--- src/rtl/aabbfc_pkg.sv ---
`default_nettype none

package aabbfc_pkg;

    localparam int FIELD_W         = 16;
    localparam int COORD_WIDTH_DEF = 16;
    localparam int COEF_WIDTH_DEF  = 16;
    localparam int ROW_W           = 64;
    localparam int MARGIN_W        = 16;
    localparam int COORD_FRAC      = 8;
    localparam int NUM_PLANES      = 6;
    localparam int NUM_LANES       = 4;
    localparam int CFG_INDEX_W     = 3;

    localparam logic [CFG_INDEX_W-1:0] REG_ROW_ZERO  = 3'd0;
    localparam logic [CFG_INDEX_W-1:0] REG_ROW_ONE   = 3'd1;
    localparam logic [CFG_INDEX_W-1:0] REG_ROW_TWO   = 3'd2;
    localparam logic [CFG_INDEX_W-1:0] REG_ROW_THREE = 3'd3;
    localparam logic [CFG_INDEX_W-1:0] REG_MARGIN    = 3'd4;

    typedef struct packed {
        logic s1;
        logic s2;
        logic s3;
        logic s4;
    } stage_en_t;

endpackage

`default_nettype wire

--- src/rtl/aabbfc_top_placeholder.sv ---
`default_nettype none

module aabbfc_coord_prep #(
    parameter int COORD_WIDTH = aabbfc_pkg::COORD_WIDTH_DEF,
    parameter int DV_W        = aabbfc_pkg::COORD_WIDTH_DEF + 1
) (
    input  wire logic                               clk,
    input  wire logic                               load,
    input  wire logic [aabbfc_pkg::FIELD_W-1:0]     lo,
    input  wire logic [aabbfc_pkg::FIELD_W-1:0]     hi,
    output logic signed [DV_W-1:0]                  sum,
    output logic signed [DV_W-1:0]                  dif
);
    import aabbfc_pkg::*;

    localparam int CV_W = DV_W - 1;

    logic signed [CV_W-1:0] lo_val;
    logic signed [CV_W-1:0] hi_val;
    logic signed [DV_W-1:0] sum_reg;
    logic signed [DV_W-1:0] dif_reg;

    if (COORD_WIDTH > FIELD_W)
    begin : g_wide
        assign lo_val = $signed({1'b0, lo});
        assign hi_val = $signed({1'b0, hi});
    end
    else
    begin : g_narrow
        assign lo_val = $signed(lo[CV_W-1:0]);
        assign hi_val = $signed(hi[CV_W-1:0]);
    end

    always_ff @(posedge clk)
    begin
        if (load)
        begin
            sum_reg <= DV_W'(hi_val) + DV_W'(lo_val);
            dif_reg <= DV_W'(hi_val) - DV_W'(lo_val);
        end
    end

    assign sum = sum_reg;
    assign dif = dif_reg;

endmodule

`default_nettype wire

--- config.mk ---
export PLATFORM = sky130hd
export DESIGN_NAME = aabbfc_coord_prep
export DESIGN_NICKNAME = d
export VERILOG_FILES = /design/src/rtl/aabbfc_pkg.sv /design/src/rtl/aabbfc_top_placeholder.sv
export SDC_FILE = /design/constraint.sdc
export NUM_CORES = 1
export LEC_CHECK = 0
export CELL_PAD_IN_SITES_DETAIL_PLACEMENT = 1
export CELL_PAD_IN_SITES_GLOBAL_PLACEMENT = 1
export CORE_MARGIN = 2
export CORE_UTILIZATION = 34
export CTS_CLUSTER_SIZE = 20
export DETAILED_ROUTE_END_ITERATION = 12
export DONT_BUFFER_PORTS = 1
export PLACE_DENSITY_LB_ADDON = 0.1
export SYNTH_ARGS = -nofsm -noshare
export SYNTH_HDL_FRONTEND = slang
export SYNTH_SLANG_ARGS = --single-unit
--- constraint.sdc ---
create_clock -name clk -period 5.6 [get_ports clk]
set_input_delay 1.12 -clock clk [delete_from_list [all_inputs] [get_ports clk]]
set_output_delay 1.12 -clock clk [all_outputs]
set_load 0.02 [all_outputs]
-- Word-level counts from Yosys, hierarchy flattened
Index checks and enable logic that the tools add are counted.
- $add $sub $neg: 2
- operator list (operator ; count):
    $add A16 B16 Y17 ; 1
    $sub A16 B16 Y17 ; 1
- register bits: 34
- input port bits: 34
- output and inout port bits: 34
- logic and storage cells: 4

-- Depth between registers and ports, before layout
- depth after elaboration: 1
- mapped depth: 8
- depth with buffers taken out: 8

-- Worst setup path before layout
OpenSTA, ideal clock, no wires.
- path kind: input -> register
- from: input port lo[0] (netlist name)
- to: register sum_reg[14] (netlist: sum[14]), data pin
- setup time: 0.138 ns
- data arrival time: 2.795 ns
- required time: 5.462 ns
- setup slack: 2.667 ns
- stages: 7
- buffers on the path: 0
- cell sequence: ha_1 -> fa_1 -> nor2b_1 -> o211ai_1 -> a211oi_2 -> or4_1 -> nand4_1
- word-level cells in the longest chain between the ends: 1
- RTL lines (element ; RTL line ; RTL):
    from (decl) ; aabbfc_top_placeholder.sv:9 ; input wire logic [aabbfc_pkg::FIELD_W-1:0] lo,
    $add A16 B16 Y17 ; aabbfc_top_placeholder.sv:38 ; sum_reg <= DV_W'(hi_val) + DV_W'(lo_val);
    to (signal assigned) ; aabbfc_top_placeholder.sv:38 ;
    to (decl) ; aabbfc_top_placeholder.sv:20 ; logic signed [DV_W-1:0] sum_reg;
Every way passes these cells.
A chain may end at the register's enable or synchronous reset.

-- Final worst setup path
- from: input port lo[8] (netlist name)
- to: register sum_reg[16] (netlist: sum[16]), data pin
Same word-level chain as after synthesis.

==> impl_metrics.ini <==
[yosys]
async_flop_share_pct = 0
yosysSeqAreaShare_pct = 35.47
synth.avg_cell_area_um2 = 9.701
synth_top_area_cell = edfxtp_1
synth.area.top_cells = edfxtp_1 (35%), ha_1 (14%), xnor2_1 (5.6%)
ys.flop_type = edfxtp_1
syn-num-nets = 356
ys_warn_count = 0
syn_area_um2 = 2794
postSynthCellCount = 288
synth.distinct_cells = 54
synth_edf_count = 33
synth_top_area_share_pct = 35.47
yosys_register_bits = 33

[clock_network]
cts_root_buffer = clkbuf_8
post_cts_resized = 0
cts_setup_buffers = 0
cts_tree = built
clkTransAtPathRegs_ns = 0.07
numCtsBuffers = 5
clock-sinks = 33
cts.htree.levels = 2
cts_hold_buffers = 0
cts_buffer_depth = 2

[sta]
final.setup.tns_ns = 0
finalHoldViolCount = 0
slew_violations = 0
finalCritPeriodShare_pct = 51.93
max_slew_margin_pct = 50.98
tightest_slew_ns = 0.7290
setup_violations = 0
holdWs_ns = 0.9452
fin_crit_ns = 2.908
rsz0062_at_grt = no
fmax_mhz = 343.8

[drt]
post_drt_wl_per_cell_um = 18.64
drt_iter0_drc = 66
route.met3.wl_um = 281
wl_met2_mm = 3.503
vias_per_cell = 5.378
drc = 0
dr.pass1.iters = 4
wirelength_mm = 7.194
postRouteAntennaNets = 0
vias = 2076
dr.max_layer_used = met4
wl_met1_mm = 3.335

[floorplanning]
io_pins = 68
die-area_um2 = 8959
die_w_um = 94.65
row_count = 33
die_h_um = 94.65
core_region_area_um2 = 8093
start_util_pct = 34.52

[power]
p_per_area_nw_per_um2 = 264.4
p_leak_nw = 1.167
ir_drop_uv = 64.41
power.total_mw = 0.7705

[global_routing]
globalRouteTotalUtil_pct = 16.51
grt_pass1_wl_mm = 11.36
antenna_found_initial = 0
overflow = 0
grt_pass1_vias = 2237
grt_max_degree = 34

[min_path]
min_path_type = input port to flip-flop

[setup_path]
worstPathMaxFanout = 12
crit_chain = inv_1 -> ha_1 -> nor4_4 -> nand2_1 -> a211oi_2 -> nor3_1 -> a221o_1
critPathSlowestCell = ha_1
crit_type = input port to flip-flop
cp-start-kind = input port
crit_path_end_kind = flip-flop
cp.arrival_ns = 2.94
cpPeakStageDelay_ns = 0.48
required_ns = 5.63

[cells_and_area]
layout_common_cells = edfxtp_1 (33), ha_1 (32), inv_1 (28)
final_common_cell = edfxtp_1
fillers = 951
diodes = 0
area_growth_syn_to_layout_pct = 4.299
drive_gt1_share_pct = 6.050
largest_reg_flops = 17
final_util_pct = 36.01
fin_nets = 348

[placement]
dp_hpwl_mm = 5.639
port_buffers = 0
globalplace.congestion = 0.8129

[run]
max_cap_violations = 0

[outcome]
status = finished, final reports clean
synthesized netlist by cell type, types with 5 or more instances:
master and count:
edfxtp_1 33, nand2b_1 6, ha_1 32, inv_1 28, a21oi_1 17, nor3_1 9, o21ai_0 8, o31ai_1 5
buf_2 8, a211oi_1 5, xor2_1 5, nor2_1 25, nand2_1 15, nand3_1 5, xnor2_1 18, nor2b_1 7
layout make-up:
cell class | count | area (um2) | area share (%)
inverter | 29 | 111.4 | 3.821
clock inverter | 3 | 12.51 | 0.4294
clock buffer | 5 | 68.82 | 2.362
multi-input combinational | 211 | 1599 | 54.87
sequential | 33 | 991.0 | 34.01
tap | 105 | 131.4 | 4.508
metrics by stage:
stage,cells,setup slack (ns),area [um2]
2_1_floorplan,288,2.667,2794
3_3_place_gp,378,2.375,2833
3_5_place_dp,378,2.387,2833
4_1_cts,386,2.687,2914
5_1_grt,386,2.548,2914
6_report,386,2.692,2914
worst paths after layout:
| path | from | endpoint | slack, ns | cells after the start |
|---|---|---|---|---|
| hold / removal | load | dif[13] | 0.95 | 0 |
| setup / recovery | lo[8] | sum[16] | 2.69 | 7 |
critical path: cells and delay by family:
kind                       cells  cell delay, ns
and+or+nand+nor                3            0.68
buffers and inverters          1            0.02
adders and majority gates      1            0.48
AOI/OAI and AO/OA              2            0.63
power breakdown:
part	total (mW)	internal, mW	switching, mW
Combinational	0.202	0.0799	0.122
Clock	0.175	0.0838	0.0917
Sequential	0.393	0.329	0.0645
Total	0.770	0.492	0.278
per-layer routing:
| metal | vias up | global-route usage (%) |
|---|---|---|
| met3 | 7 | 3.192 |
| met4 | 0 | 3.744 |
| met5 | - | 0 |
| met2 | 48 | 29.02 |
| li1 | 1015 | - |
| met1 | 1006 | 20.89 |
cells by family (layout without fill, tap and decap cells):
kind of cell / after synthesis / in the layout / share of synthesized area [%]
buf+inv: 44 / 37 / 7.299
compound gates: 69 / 69 / 18.09
simple gates: 84 / 84 / 15.81
flops: 33 / 33 / 35.47
xor+xnor: 23 / 23 / 7.210
mux: 1 / 1 / 0.3583
fa+ha+maj: 34 / 34 / 15.76
(Power assumes the default switching activity.)
