## config.mk

```make
export PLATFORM = sky130hd
export DESIGN_NAME = aabbfc_pipe_ctrl
export DESIGN_NICKNAME = d
export VERILOG_FILES = /design/src/rtl/aabbfc_pkg.sv /design/src/rtl/aabbfc_pipe_ctrl.sv
export SDC_FILE = /design/constraint.sdc
export NUM_CORES = 1
export LEC_CHECK = 0
export ABC_AREA = 0
export CORE_AREA = 3 3 40 42
export DETAILED_ROUTE_END_ITERATION = 8
export DIE_AREA = 0 0 43 45
export DONT_BUFFER_PORTS = 1
export HOLD_SLACK_MARGIN = 0.08
export PLACE_DENSITY = 0.31
export SETUP_SLACK_MARGIN = 0.1
export SLEW_MARGIN = 10
export SYNTH_ARGS = -nofsm -noshare
export SYNTH_HDL_FRONTEND = slang
export SYNTH_SLANG_ARGS = --single-unit
```

## constraint.sdc

```tcl
create_clock -name clk -period 1.3 [get_ports clk]
set_clock_uncertainty 0.2 [all_clocks]
set_input_delay 0.26 -clock clk [delete_from_list [all_inputs] [get_ports clk]]
set_output_delay 0.26 -clock clk [all_outputs]
set_load 0.02 [all_outputs]
```

## src/rtl/aabbfc_pkg.sv

```systemverilog
`default_nettype none

package aabbfc_pkg;

    localparam int FIELD_W         = 16;
    localparam int COORD_WIDTH_DEF = 16;
    localparam int COEF_WIDTH_DEF  = 16;
    localparam int ROW_W           = 64;
    localparam int MARGIN_W        = 16;
    localparam int COORD_FRAC      = 8;
    localparam int NUM_PLANES      = 6;
    localparam int NUM_LANES       = 4;
    localparam int CFG_INDEX_W     = 3;

    localparam logic [CFG_INDEX_W-1:0] REG_ROW_ZERO  = 3'd0;
    localparam logic [CFG_INDEX_W-1:0] REG_ROW_ONE   = 3'd1;
    localparam logic [CFG_INDEX_W-1:0] REG_ROW_TWO   = 3'd2;
    localparam logic [CFG_INDEX_W-1:0] REG_ROW_THREE = 3'd3;
    localparam logic [CFG_INDEX_W-1:0] REG_MARGIN    = 3'd4;

    typedef struct packed {
        logic s1;
        logic s2;
        logic s3;
        logic s4;
    } stage_en_t;

endpackage

`default_nettype wire

```

## src/rtl/aabbfc_pipe_ctrl.sv

```systemverilog
`default_nettype none

module aabbfc_pipe_ctrl (
    input  wire logic              clk,
    input  wire logic              rst_n,
    input  wire logic              in_valid,
    output logic                   in_stall,
    output logic                   out_valid,
    input  wire logic              out_stall,
    output aabbfc_pkg::stage_en_t  stage_en
);
    import aabbfc_pkg::*;

    logic [3:0] valid_reg;
    logic [3:0] valid_next;
    logic [3:0] ready;

    always_comb
    begin
        ready[3] = !valid_reg[3] || !out_stall;
        ready[2] = !valid_reg[2] || ready[3];
        ready[1] = !valid_reg[1] || ready[2];
        ready[0] = !valid_reg[0] || ready[1];

        valid_next[0] = ready[0] ? in_valid     : valid_reg[0];
        valid_next[1] = ready[1] ? valid_reg[0] : valid_reg[1];
        valid_next[2] = ready[2] ? valid_reg[1] : valid_reg[2];
        valid_next[3] = ready[3] ? valid_reg[2] : valid_reg[3];
    end

    always_ff @(posedge clk or negedge rst_n)
    begin
        if (!rst_n)
        begin
            valid_reg <= '0;
        end
        else
        begin
            valid_reg <= valid_next;
        end
    end

    assign in_stall    = !ready[0];
    assign out_valid   = valid_reg[3];
    assign stage_en.s1 = ready[0];
    assign stage_en.s2 = ready[1];
    assign stage_en.s3 = ready[2];
    assign stage_en.s4 = ready[3];

endmodule

`default_nettype wire

```

Yosys cells after proc, flatten, opt, wreduce, memory -nomap -nowiden:

Index checks and enable logic that the tools add are counted.

* logic and storage cells: 14
* output and inout bits: 6
* flip-flop bits (word level): 4
* input bits: 4

* reductions and logical operators: 10

Operators with widths (count)
* 1-bit logical NOT: 6
* 1-bit logical OR: 4

Logic depth before layout (Yosys ltp):

* depth after elaboration: 6
* depth in mapped cells: 2
* gate-level depth less buffers: 2

Least setup slack after synthesis:

OpenSTA, ideal clock, no wires.

* kind: register to output
* from: register valid_reg[3]
* to: output in_stall
* cell stages (with the launch flop): 3
* path slack: -201 ps
* data required time: 840 ps
* path buffers: 0
* arrival time: 1041 ps
* cells stage by stage: dfrtp_1 > nand4_4 > nor2_1

RTL lines
* start, declared: line aabbfc_pipe_ctrl.sv:14 `logic [3:0] valid_reg;`
* start signal, assigned: line aabbfc_pipe_ctrl.sv:39 `valid_reg <= valid_next;`
* end, declared: line aabbfc_pipe_ctrl.sv:7 `output logic in_stall,`

==> qor.csv <==
metric;value;unit
worst_hold_path.num_cells;2;
cp-end-kind;output pin;
nNetsFinal;29;
synth_warnings;0;
hold_path.class;in -> reg;
n_fill_cell;139;
multi_input_area;90.09;sq um
hpwl;275.2;um
worstReg2RegEnd;valid_reg[0]$_DFFE_PN0P_;
grt_overflow;0;
routed_wl;392;um
cp_slowest_stage_delay;0.38;ns
p_comb_share;23.1;%
p_per_area;1406;nW/um^2
vdd_ir_drop_max;0.5674;mV
violations;negative hold slack, negative setup slack;
die_w;43;um
grt_max_degree;5;
die-area;1935;sq um
vias;149;
die_h;45;um
ys_types;9;
cp-startpoint;valid_reg[2]$_DFFE_PN0P_;
postRouteAntennaNets;0;
period_needed;1.486;ns
gp_congestion;0.6094;
drt-initial-drc-count;0;
cp_slowest_cell;dfrtp_1;
startpoint_type;register;
start_util;13.05;%
drtPass1Iterations;1;
stdcell_count;39;
min_to;valid_reg[3]$_DFFE_PN0P_;
drive_gt1_share;54.17;%
crit-reg2reg-launch;valid_reg[2]$_DFFE_PN0P_;
setup_violations;6;
via_per_inst;3.821;
p_leak;0.1206;nW
rows;13;
core;1285;sq um
p_clk_share;40.8;%
p_switching;0.1206;mW
groute.usage.overall;5.430;%
timing.final.crit_share;114.3;%
status;finished, violations left;
critPathMaxFanout;3;
drv_slew;0;
setup_tns;-0.6405;ns
swShare;28.81;%
reg2reg_depth;3;
cell_internal_pwr;0.2980;mW
clockRootBuffer;clkbuf_4;
finalInstanceArea;297.8;sq um
max-cap-violations;0;
regArea;101.3;sq um
drc;0;
cts_sinks;4;
largest_reg_flops;4;
post-place-cells;31;
cts_tree;yes;
grt_pass1_wl;655;um
dpl_worst_slack;0.04480;ns
diodes;0;
worstPathRequired;0.84;ns
synthesis.area;167.7;sq um
critical_path_class;reg -> out;
reg2reg_setup_slack;0.20;ns
clock_latency;0.24;ns
arrival;1.03;ns
cts_buffer_depth;2;
cts_buffers;3;
ctsHoldBuffers;2;
antenna_found_initial;0;
hold_slack;-0.02771;ns
hold_violations;1;
max_freq;672.8;MHz
detail_route.wl_per_cell;10.05;um
ios;10;
area_growth;77.61;%
min_from;out_stall;
path_clk_slew;0.05;ns
grt_pass1_vias;157;
portBuffers;0;
rsz0062_at_grt;true;
worstMarginPinSlew;0.2408;ns
crit_chain;nand4_4, or2_4;
syn_inst;14;
cts_max_level;1;
relSlewSlack;83.93;%
postSynthAreaPerCell;11.98;sq um
seq_area_frac_synth;59.70;%
setup_ws;-0.1863;ns
p_seq_share;36.1;%
utilization;23.17;%
synth_seq_cells;4;
syn-num-nets;18;
place_area;207.7;sq um
-- final cells by class --
cell class	instances	share of cell area, %
clock buffer	4	8.824
sequential	4	34.03
multi-input combinational	9	30.25
timing repair buffer	6	19.33
inverter	1	1.261
tap	15	6.303
-- through the flow --
stage                     power (mW)  hold slack (ns)
final                         0.4186         -0.02771
after global routing          0.4627         -0.04206
after CTS                     0.4208         -0.01214
after detailed placement      0.2208          -0.2354
after global placement        0.2205          -0.2355
after floorplan               0.2038          -0.2356
-- power by group through the flow --
stage / registers [mW] / clock network (mW) / logic [mW]
floorplan: 0.154 / 0 / 0.0494
global placement: 0.153 / 0 / 0.0679
detailed placement: 0.153 / 0 / 0.0676
CTS: 0.150 / 0.182 / 0.0881
global route: 0.153 / 0.205 / 0.105
finish: 0.151 / 0.171 / 0.0969
-- critical path, delay by kind of cell (launching register included) --
family / cells / cell delay [ns]
and+or+nand+nor: 2 / 0.41
DFF: 1 / 0.38
-- cells in the final DEF, fill, tap and decap left out --
| master | netlist | routed |
|---|---|---|
| dlygate4sd3_1 | 0 | 2 |
| nand4_4 | 1 | 1 |
| clkbuf_4 | 0 | 3 |
| o21bai_1 | 1 | 1 |
| clkbuf_1 | 0 | 1 |
| or2_4 | 0 | 1 |
| dfrtp_2 | 0 | 1 |
| inv_1 | 1 | 1 |
| buf_4 | 0 | 2 |
| nand2_1 | 2 | 1 |
| nand3_2 | 0 | 1 |
| nand2_8 | 0 | 1 |
| nor2_2 | 0 | 1 |
| nand2b_1 | 2 | 2 |
| dfrtp_1 | 4 | 3 |
| buf_6 | 0 | 2 |
-- logic make-up after synthesis --
logic type      share of synthesized area [%]
simple gates                            33.58
flops                                   59.70
compound gates                          4.479
buf+inv                                 2.237
-- synthesized netlist by cell type, drive strengths merged --
cell type	n	area share, %
nand3	1	3.0
or2	1	3.7
nand2	2	4.5
dfrtp	4	60
nand4	1	13
o21bai	1	4.5
nor2	1	2.2
nand2b	2	7.5
inv	1	2.2
-- worst max path at each step --
| stage | cells past startpoint | slack (ns) | end |
|---|---|---|---|
| finish | 2 | -0.19 | stage_en[3] |
| global route | 2 | -0.25 | stage_en[3] |
| CTS | 2 | -0.21 | stage_en[3] |
| detailed placement | 2 | 0.04 | stage_en[3] |
| global placement | 2 | 0.05 | stage_en[3] |
| floorplan | 2 | -0.07 | stage_en[3] |
-- layer usage --
metal  wire length (um)  track usage, %  vias to the layer above
li1                   -               -                       66
met1                138           5.109                       68
met2                161           6.287                       15
met3                 91           7.968                        0
met4                  0           1.807                        0
met5                  0               0                        -
-- repair_timing --
action,CTS,global route
buffers inserted,2,0
pin swaps,1,0
gates resized for setup,2,4
endpoints found under the hold margin,6,2
endpoints found under the setup margin,6,7
(Power assumes the default switching activity.)
