**config.mk**
```make
export PLATFORM = sky130hd
export DESIGN_NAME = aabbfc_cfg_regs
export DESIGN_NICKNAME = d
export VERILOG_FILES = /design/src/rtl/aabbfc_pkg.sv /design/src/rtl/aabbfc_cfg_regs.sv
export SDC_FILE = /design/constraint.sdc
export NUM_CORES = 1
export LEC_CHECK = 0
export BUFFER_PORTS_ARGS = -buffer_cell sky130_fd_sc_hd__buf_2
export CAP_MARGIN = 10
export CORE_MARGIN = 4
export CORE_UTILIZATION = 60
export CTS_BUF_LIST = sky130_fd_sc_hd__clkbuf_8
export DETAILED_ROUTE_END_ITERATION = 8
export PLACE_DENSITY = 0.83
export SLEW_MARGIN = 30
export SYNTH_ARGS = -nofsm -noshare
export SYNTH_HDL_FRONTEND = slang
export SYNTH_SLANG_ARGS = --single-unit
```
**constraint.sdc**
```tcl
create_clock -name clk -period 3.43 [get_ports clk]
set_input_delay 0.343 -clock clk [delete_from_list [all_inputs] [get_ports clk]]
set_output_delay 0.343 -clock clk [all_outputs]
set_load 0.1 [all_outputs]
```
**src/rtl/aabbfc_pkg.sv**
```systemverilog
`default_nettype none

package aabbfc_pkg;

    localparam int FIELD_W         = 16;
    localparam int COORD_WIDTH_DEF = 16;
    localparam int COEF_WIDTH_DEF  = 16;
    localparam int ROW_W           = 64;
    localparam int MARGIN_W        = 16;
    localparam int COORD_FRAC      = 8;
    localparam int NUM_PLANES      = 6;
    localparam int NUM_LANES       = 4;
    localparam int CFG_INDEX_W     = 3;

    localparam logic [CFG_INDEX_W-1:0] REG_ROW_ZERO  = 3'd0;
    localparam logic [CFG_INDEX_W-1:0] REG_ROW_ONE   = 3'd1;
    localparam logic [CFG_INDEX_W-1:0] REG_ROW_TWO   = 3'd2;
    localparam logic [CFG_INDEX_W-1:0] REG_ROW_THREE = 3'd3;
    localparam logic [CFG_INDEX_W-1:0] REG_MARGIN    = 3'd4;

    typedef struct packed {
        logic s1;
        logic s2;
        logic s3;
        logic s4;
    } stage_en_t;

endpackage

`default_nettype wire

```
**src/rtl/aabbfc_cfg_regs.sv**
```systemverilog
`default_nettype none

module aabbfc_cfg_regs #(
    parameter int COEF_WIDTH = aabbfc_pkg::COEF_WIDTH_DEF
) (
    input  wire logic                                    clk,
    input  wire logic                                    rst_n,
    input  wire logic                                    cfg_valid,
    output logic                                         cfg_ready,
    input  wire logic [aabbfc_pkg::CFG_INDEX_W-1:0]      cfg_index,
    input  wire logic [aabbfc_pkg::ROW_W-1:0]            cfg_data,
    output logic signed [COEF_WIDTH:0]
        plane_coef [aabbfc_pkg::NUM_PLANES][aabbfc_pkg::NUM_LANES],
    output logic [aabbfc_pkg::MARGIN_W-1:0]              margin
);
    import aabbfc_pkg::*;

    localparam int LANES_W = NUM_LANES * COEF_WIDTH;
    localparam int PC_W    = COEF_WIDTH + 1;

    logic [ROW_W-1:0]    row_reg [NUM_LANES];
    logic [MARGIN_W-1:0] margin_reg;
    logic [LANES_W-1:0]  row_ext [NUM_LANES];
    logic signed [COEF_WIDTH-1:0] r [NUM_LANES][NUM_LANES];
    logic signed [PC_W-1:0] plane_next [NUM_PLANES][NUM_LANES];
    logic signed [PC_W-1:0] plane_reg  [NUM_PLANES][NUM_LANES];

    assign cfg_ready = 1'b1;

    always_ff @(posedge clk or negedge rst_n)
    begin
        if (!rst_n)
        begin
            for (int i = 0; i < NUM_LANES; i++)
            begin
                row_reg[i] <= '0;
            end
            margin_reg <= '0;
        end
        else if (cfg_valid && cfg_ready)
        begin
            unique case (cfg_index)
                REG_ROW_ZERO:  row_reg[0] <= cfg_data;
                REG_ROW_ONE:   row_reg[1] <= cfg_data;
                REG_ROW_TWO:   row_reg[2] <= cfg_data;
                REG_ROW_THREE: row_reg[3] <= cfg_data;
                REG_MARGIN:    margin_reg <= cfg_data[MARGIN_W-1:0];
                default:       ;
            endcase
        end
    end

    always_comb
    begin
        for (int i = 0; i < NUM_LANES; i++)
        begin
            row_ext[i] = LANES_W'(row_reg[i]);
            for (int j = 0; j < NUM_LANES; j++)
            begin
                r[i][j] = $signed(row_ext[i][j*COEF_WIDTH +: COEF_WIDTH]);
            end
        end
        for (int j = 0; j < NUM_LANES; j++)
        begin
            plane_next[0][j] = PC_W'(r[3][j]) + PC_W'(r[0][j]);
            plane_next[1][j] = PC_W'(r[3][j]) - PC_W'(r[0][j]);
            plane_next[2][j] = PC_W'(r[3][j]) + PC_W'(r[1][j]);
            plane_next[3][j] = PC_W'(r[3][j]) - PC_W'(r[1][j]);
            plane_next[4][j] = PC_W'(r[2][j]);
            plane_next[5][j] = PC_W'(r[3][j]) - PC_W'(r[2][j]);
        end
    end

    always_ff @(posedge clk or negedge rst_n)
    begin
        if (!rst_n)
        begin
            for (int p = 0; p < NUM_PLANES; p++)
            begin
                for (int j = 0; j < NUM_LANES; j++)
                begin
                    plane_reg[p][j] <= '0;
                end
            end
        end
        else
        begin
            plane_reg <= plane_next;
        end
    end

    assign plane_coef = plane_reg;
    assign margin     = margin_reg;

endmodule

`default_nettype wire

```
After elaboration in Yosys (flattened, before gate mapping). Index checks and enable logic that the tools add are counted.

Add/subtract/negate cells: 20. Equality and inequality tests: 4. Reduce and logical (&&, ||, !) cells: 6.

Operators by type and width (count): $sub 16x16->17 (12); $add 16x16->17 (8); $reduce_and 2->1 (5); $eq 3x2->1 const B (2); $eq 3x1->1 const B (1); $eq 3x3->1 const B (1); $logic_not 3->1 (1).

Bits in registers: 676. Input port bits: 70. Output and inout bits: 425. Word-level logic and storage cells: 59.

Longest topological paths before layout.
Depth in word-level cells: 2. Gate-level depth with buffers: 10. Mapped depth without buffers: 10.

Worst setup path before layout. No wires, ideal clock.

Path type: reg2reg. From: register row_reg, in the netlist r[33]. To: register plane_reg, in the netlist plane_coef[186]. Setup time: 0.118 ns. Arrival time: 2.380 ns. Data required time: 3.312 ns. Slack: 0.932 ns. Cell stages (with the launch flop): 10. Path buffers: 0. Period minus slack after synthesis: 2.498 ns. Cell sequence: dfrtp_1 inv_1 fa_1 nand2b_1 a21oi_1 o2111a_1 o31ai_1 o31ai_1 a2111oi_0 a21o_1.

RTL lines: start, declared (line aabbfc_cfg_regs.sv:21) `logic [ROW_W-1:0] row_reg [NUM_LANES];`; end signal, assigned (line aabbfc_cfg_regs.sv:88) `plane_reg <= plane_next;`; end, declared (line aabbfc_cfg_regs.sv:26) `logic signed [PC_W-1:0] plane_reg [NUM_PLANES][NUM_LANES];`.

==> impl_results.md <==
* Status: completed
* Final slew viol count at 0
* Worst Hold Class: primary input to asynchronous set/reset pin
* Die Ht at 251.0 um
* Clk Latency, worst-skew pair at 720 ps
* Placer Congestion at 0.9464
* Initial antenna violation count at 3
* Worst R2R Path Depth at 10
* Deepest clock path buffer count at 3
* Peak Freq at 343.9 MHz
* Placed Area at 38570 sq um
* CTS root buffer: clkbuf_8
* Startpoint Class: register
* Drt pass-1 iters at 6
* Post-Synthesis Cells at 3524
* Rel. slew slack at 0.4624
* CP most frequent cell: o21ai_0
* Worst-Margin Slew at 806.3 ps
* Vias in the first global route at 28190
* Worst setup EP type: register
* Cell row count at 88
* Post-CTS sizing at 0
* Final Skew at 39.18 ps
* Pin count of the biggest net entering global routing at 125
* Critical Setup Path Class: register to register
* Initial Utilization at 0.6106
* Crit-path cells: inv_1 > ha_1 > fa_1 > nor2b_1 > o21ai_0 > a21boi_1 > o21ai_0 > a21oi_1 > a2111oi_0 > a211o_1
* WL final at 98.56 mm
* Sequential share of the synthesized area at 0.4718
* CTS tree: yes
* Max incr delay on CP at 430 ps
* GRT Overall Usage at 0.3064
* Synth Flop Type: dfrtp_1
* Vias post-DR at 28320
* Core area at 58030 sq um
* First-pass GRT wire length at 154.9 mm
* Clk sink count at 668
* Syn avg cell area at 10.05 sq um
* Synth Area in Adders at 0.1243
* Mux cell area share after synthesis at 0.03185
* DRC Markers at 0
* Share of the synthesized area in the top cell type at 0.4718
* Total grt overflow at 0
* CTS Buf Count at 104
* Die area at 63010 sq um
* CP top delay family: compound AO/OA/AOI/OAI gates
* Synth Area in Compound Gates at 0.1507
* Tcrit/Tclk final at 0.8478
* Synth warn at 0
* Post-DP HPWL at 71.53 mm
* Cell taking the most area after synthesis: dfrtp_1
* Port bufs at 493
* Largest family of logic cells by synthesized area: compound AO/OA/AOI/OAI gates
* EDFF count, synth at 0
* Die X at 251.0 um
* Final TNS setup at 0 ps
* WP data required at 4020 ps
* Max Cap Viol at 0
* Stages on worst setup path at 10
* Synth top area cells: dfrtp_1 47%, ha_1 11%, xnor2_1 4.4%
* Mapped Nets at 3934
* Synth Area in Simple Gates at 0.1083
* Final setup vio count at 0
* Critical Path AT at 3500 ps
* Crit path max fanout at 4
* Min Clock Period, post-route at 2908 ps
* Routed len/inst at 20.05 um
* CP max-delay cell: fa_1
* Initial DRC count at 2257
* Worst-path clk slew at 70 ps
* Nets@finish at 4473
* Vias per cell at 5.760
* Flop and latch count out of synthesis at 668
* Distinct cells, synth at 86
* Post-synth ARST share at 1.000
* Unrepaired setup endpoints after global routing: false
* Final Hold Vio Count at 0
* IO Pins at 495
* Antenna viol nets, final at 0
* Post-Synth XOR/XNOR Area at 0.05735
* Layout Area Growth over Synthesis at 17.06%
* Syn Std Cell Area at 35430 sq um
* Max FFs per register at 396
* Final instance area at 41480 sq um
* CP bufs+invs at 1
* Htree depth at 3
* Layout cells sized above 1 at 0.1952
==> metrics by stage <==
step	std cells	hold WS [ps]	setup WS (ps)	utilization
CTS	4914	240.9	616.2	0.7147
finish	4916	257.0	522.1	0.7148
global placement	4657	355.6	718.8	0.6647
detailed placement	4657	360.3	644.3	0.6647
global route	4916	311.0	388.9	0.7148
floorplan	3524	47.41	931.6	-
==> metal layers <==
layer / wire, um / global-route usage / share of wire
met5: 13 / 0 / 0.00013
met4: 3627 / 0.1159 / 0.037
met2: 46790 / 0.5002 / 0.47
met1: 40230 / 0.4065 / 0.41
met3: 7894 / 0.06631 / 0.080
==> worst register-to-register path, delay by kind of cell (launching register included) <==
kind | cells | cell delay (ps)
simple gates | 1 | 140
fa+ha+maj | 2 | 690
buf+inv | 1 | 120
compound gates | 6 | 1450
flops | 1 | 400
==> kinds of logic after synthesis <==
| kind of cell | Yosys count |
|---|---|
| DFF | 668 |
| adders and majority gates | 340 |
| other | 1 |
| xor gates and xnor gates | 232 |
| and+or+nand+nor | 825 |
| muxes | 101 |
| AOI/OAI and AO/OA | 863 |
| buffers and inverters | 494 |
==> placed cells by master (no fill, tap or decap), types with 16 or more instances in the layout <==
| cell | instances |
|---|---|
| a211oi_1 | 22 |
| a21o_1 | 46 |
| a21oi_1 | 217 |
| a31oi_1 | 17 |
| and3_1 | 19 |
| buf_2 | 492 |
| buf_4 | 19 |
| clkbuf_8 | 136 |
| clkinv_2 | 22 |
| dfrtp_1 | 668 |
| dlygate4sd3_1 | 65 |
| fa_1 | 20 |
| ha_1 | 320 |
| inv_1 | 356 |
| mux2_2 | 94 |
| nand2_1 | 256 |
| nand2b_1 | 36 |
| nand3_1 | 41 |
| nand4_1 | 16 |
| nor2_1 | 240 |
| nor2b_1 | 54 |
| nor3_1 | 79 |
| nor4_1 | 17 |
| o211ai_1 | 23 |
| o21a_1 | 45 |
| o21ai_0 | 289 |
| o21bai_1 | 37 |
| o31ai_1 | 19 |
| or3_1 | 19 |
| xnor2_1 | 179 |
| xor2_1 | 53 |
==> area by class of cell <==
class                   instances  area, sq um
repair buffers                588         3491
clock buffers                 136         1872
flip-flops and latches        668        16720
diodes                          2        5.005
multi-input cells            2362        16790
well taps                     765        957.2
clock inverters                56        377.9
fillers                      4114        16550
inverters                     339         1272
==> what timing repair did <==
| item | 4_1_cts | 5_1_grt |
|---|---|---|
| hold buffers | 65 | 0 |
| setup buffers | 0 | 0 |
| hold endpoints to repair | 346 | 0 |
==> Yosys cell counts (19+ instances only) <==
cell and n:
a21oi_1 217, nand2_1 256, mux2_2 94, and3_1 19, xor2_1 53, o21a_1 45, o31ai_1 19, nand3_1 41
fa_1 20, nor2b_1 54, clkbuf_1 125, o21bai_1 37, ha_1 320, o211ai_1 23, o21ai_0 289, nor3_1 80
or3_1 19, a211oi_1 22, dfrtp_1 668, xnor2_1 179, nand2b_1 36, inv_1 334, nor2_1 240, a21o_1 46
==> path summary, 6_finish.rpt <==
| path | from | end | slack [ps] |
|---|---|---|---|
| min reg2reg | plane_next[73] | plane_coef[73] | 370 |
| min | rst_n | r[162] | 260 |
| max in group asynchronous | rst_n | plane_coef[91] | 2130 |
| min in group clk | cfg_index[1] | r[161] | 350 |
| max | r[32] | plane_coef[50] | 520 |
| max reg2reg | r[32] | plane_coef[50] | 520 |
Power is not shown: default switching activity piles up to over one toggle a cycle in this logic, so the estimate is an artifact.
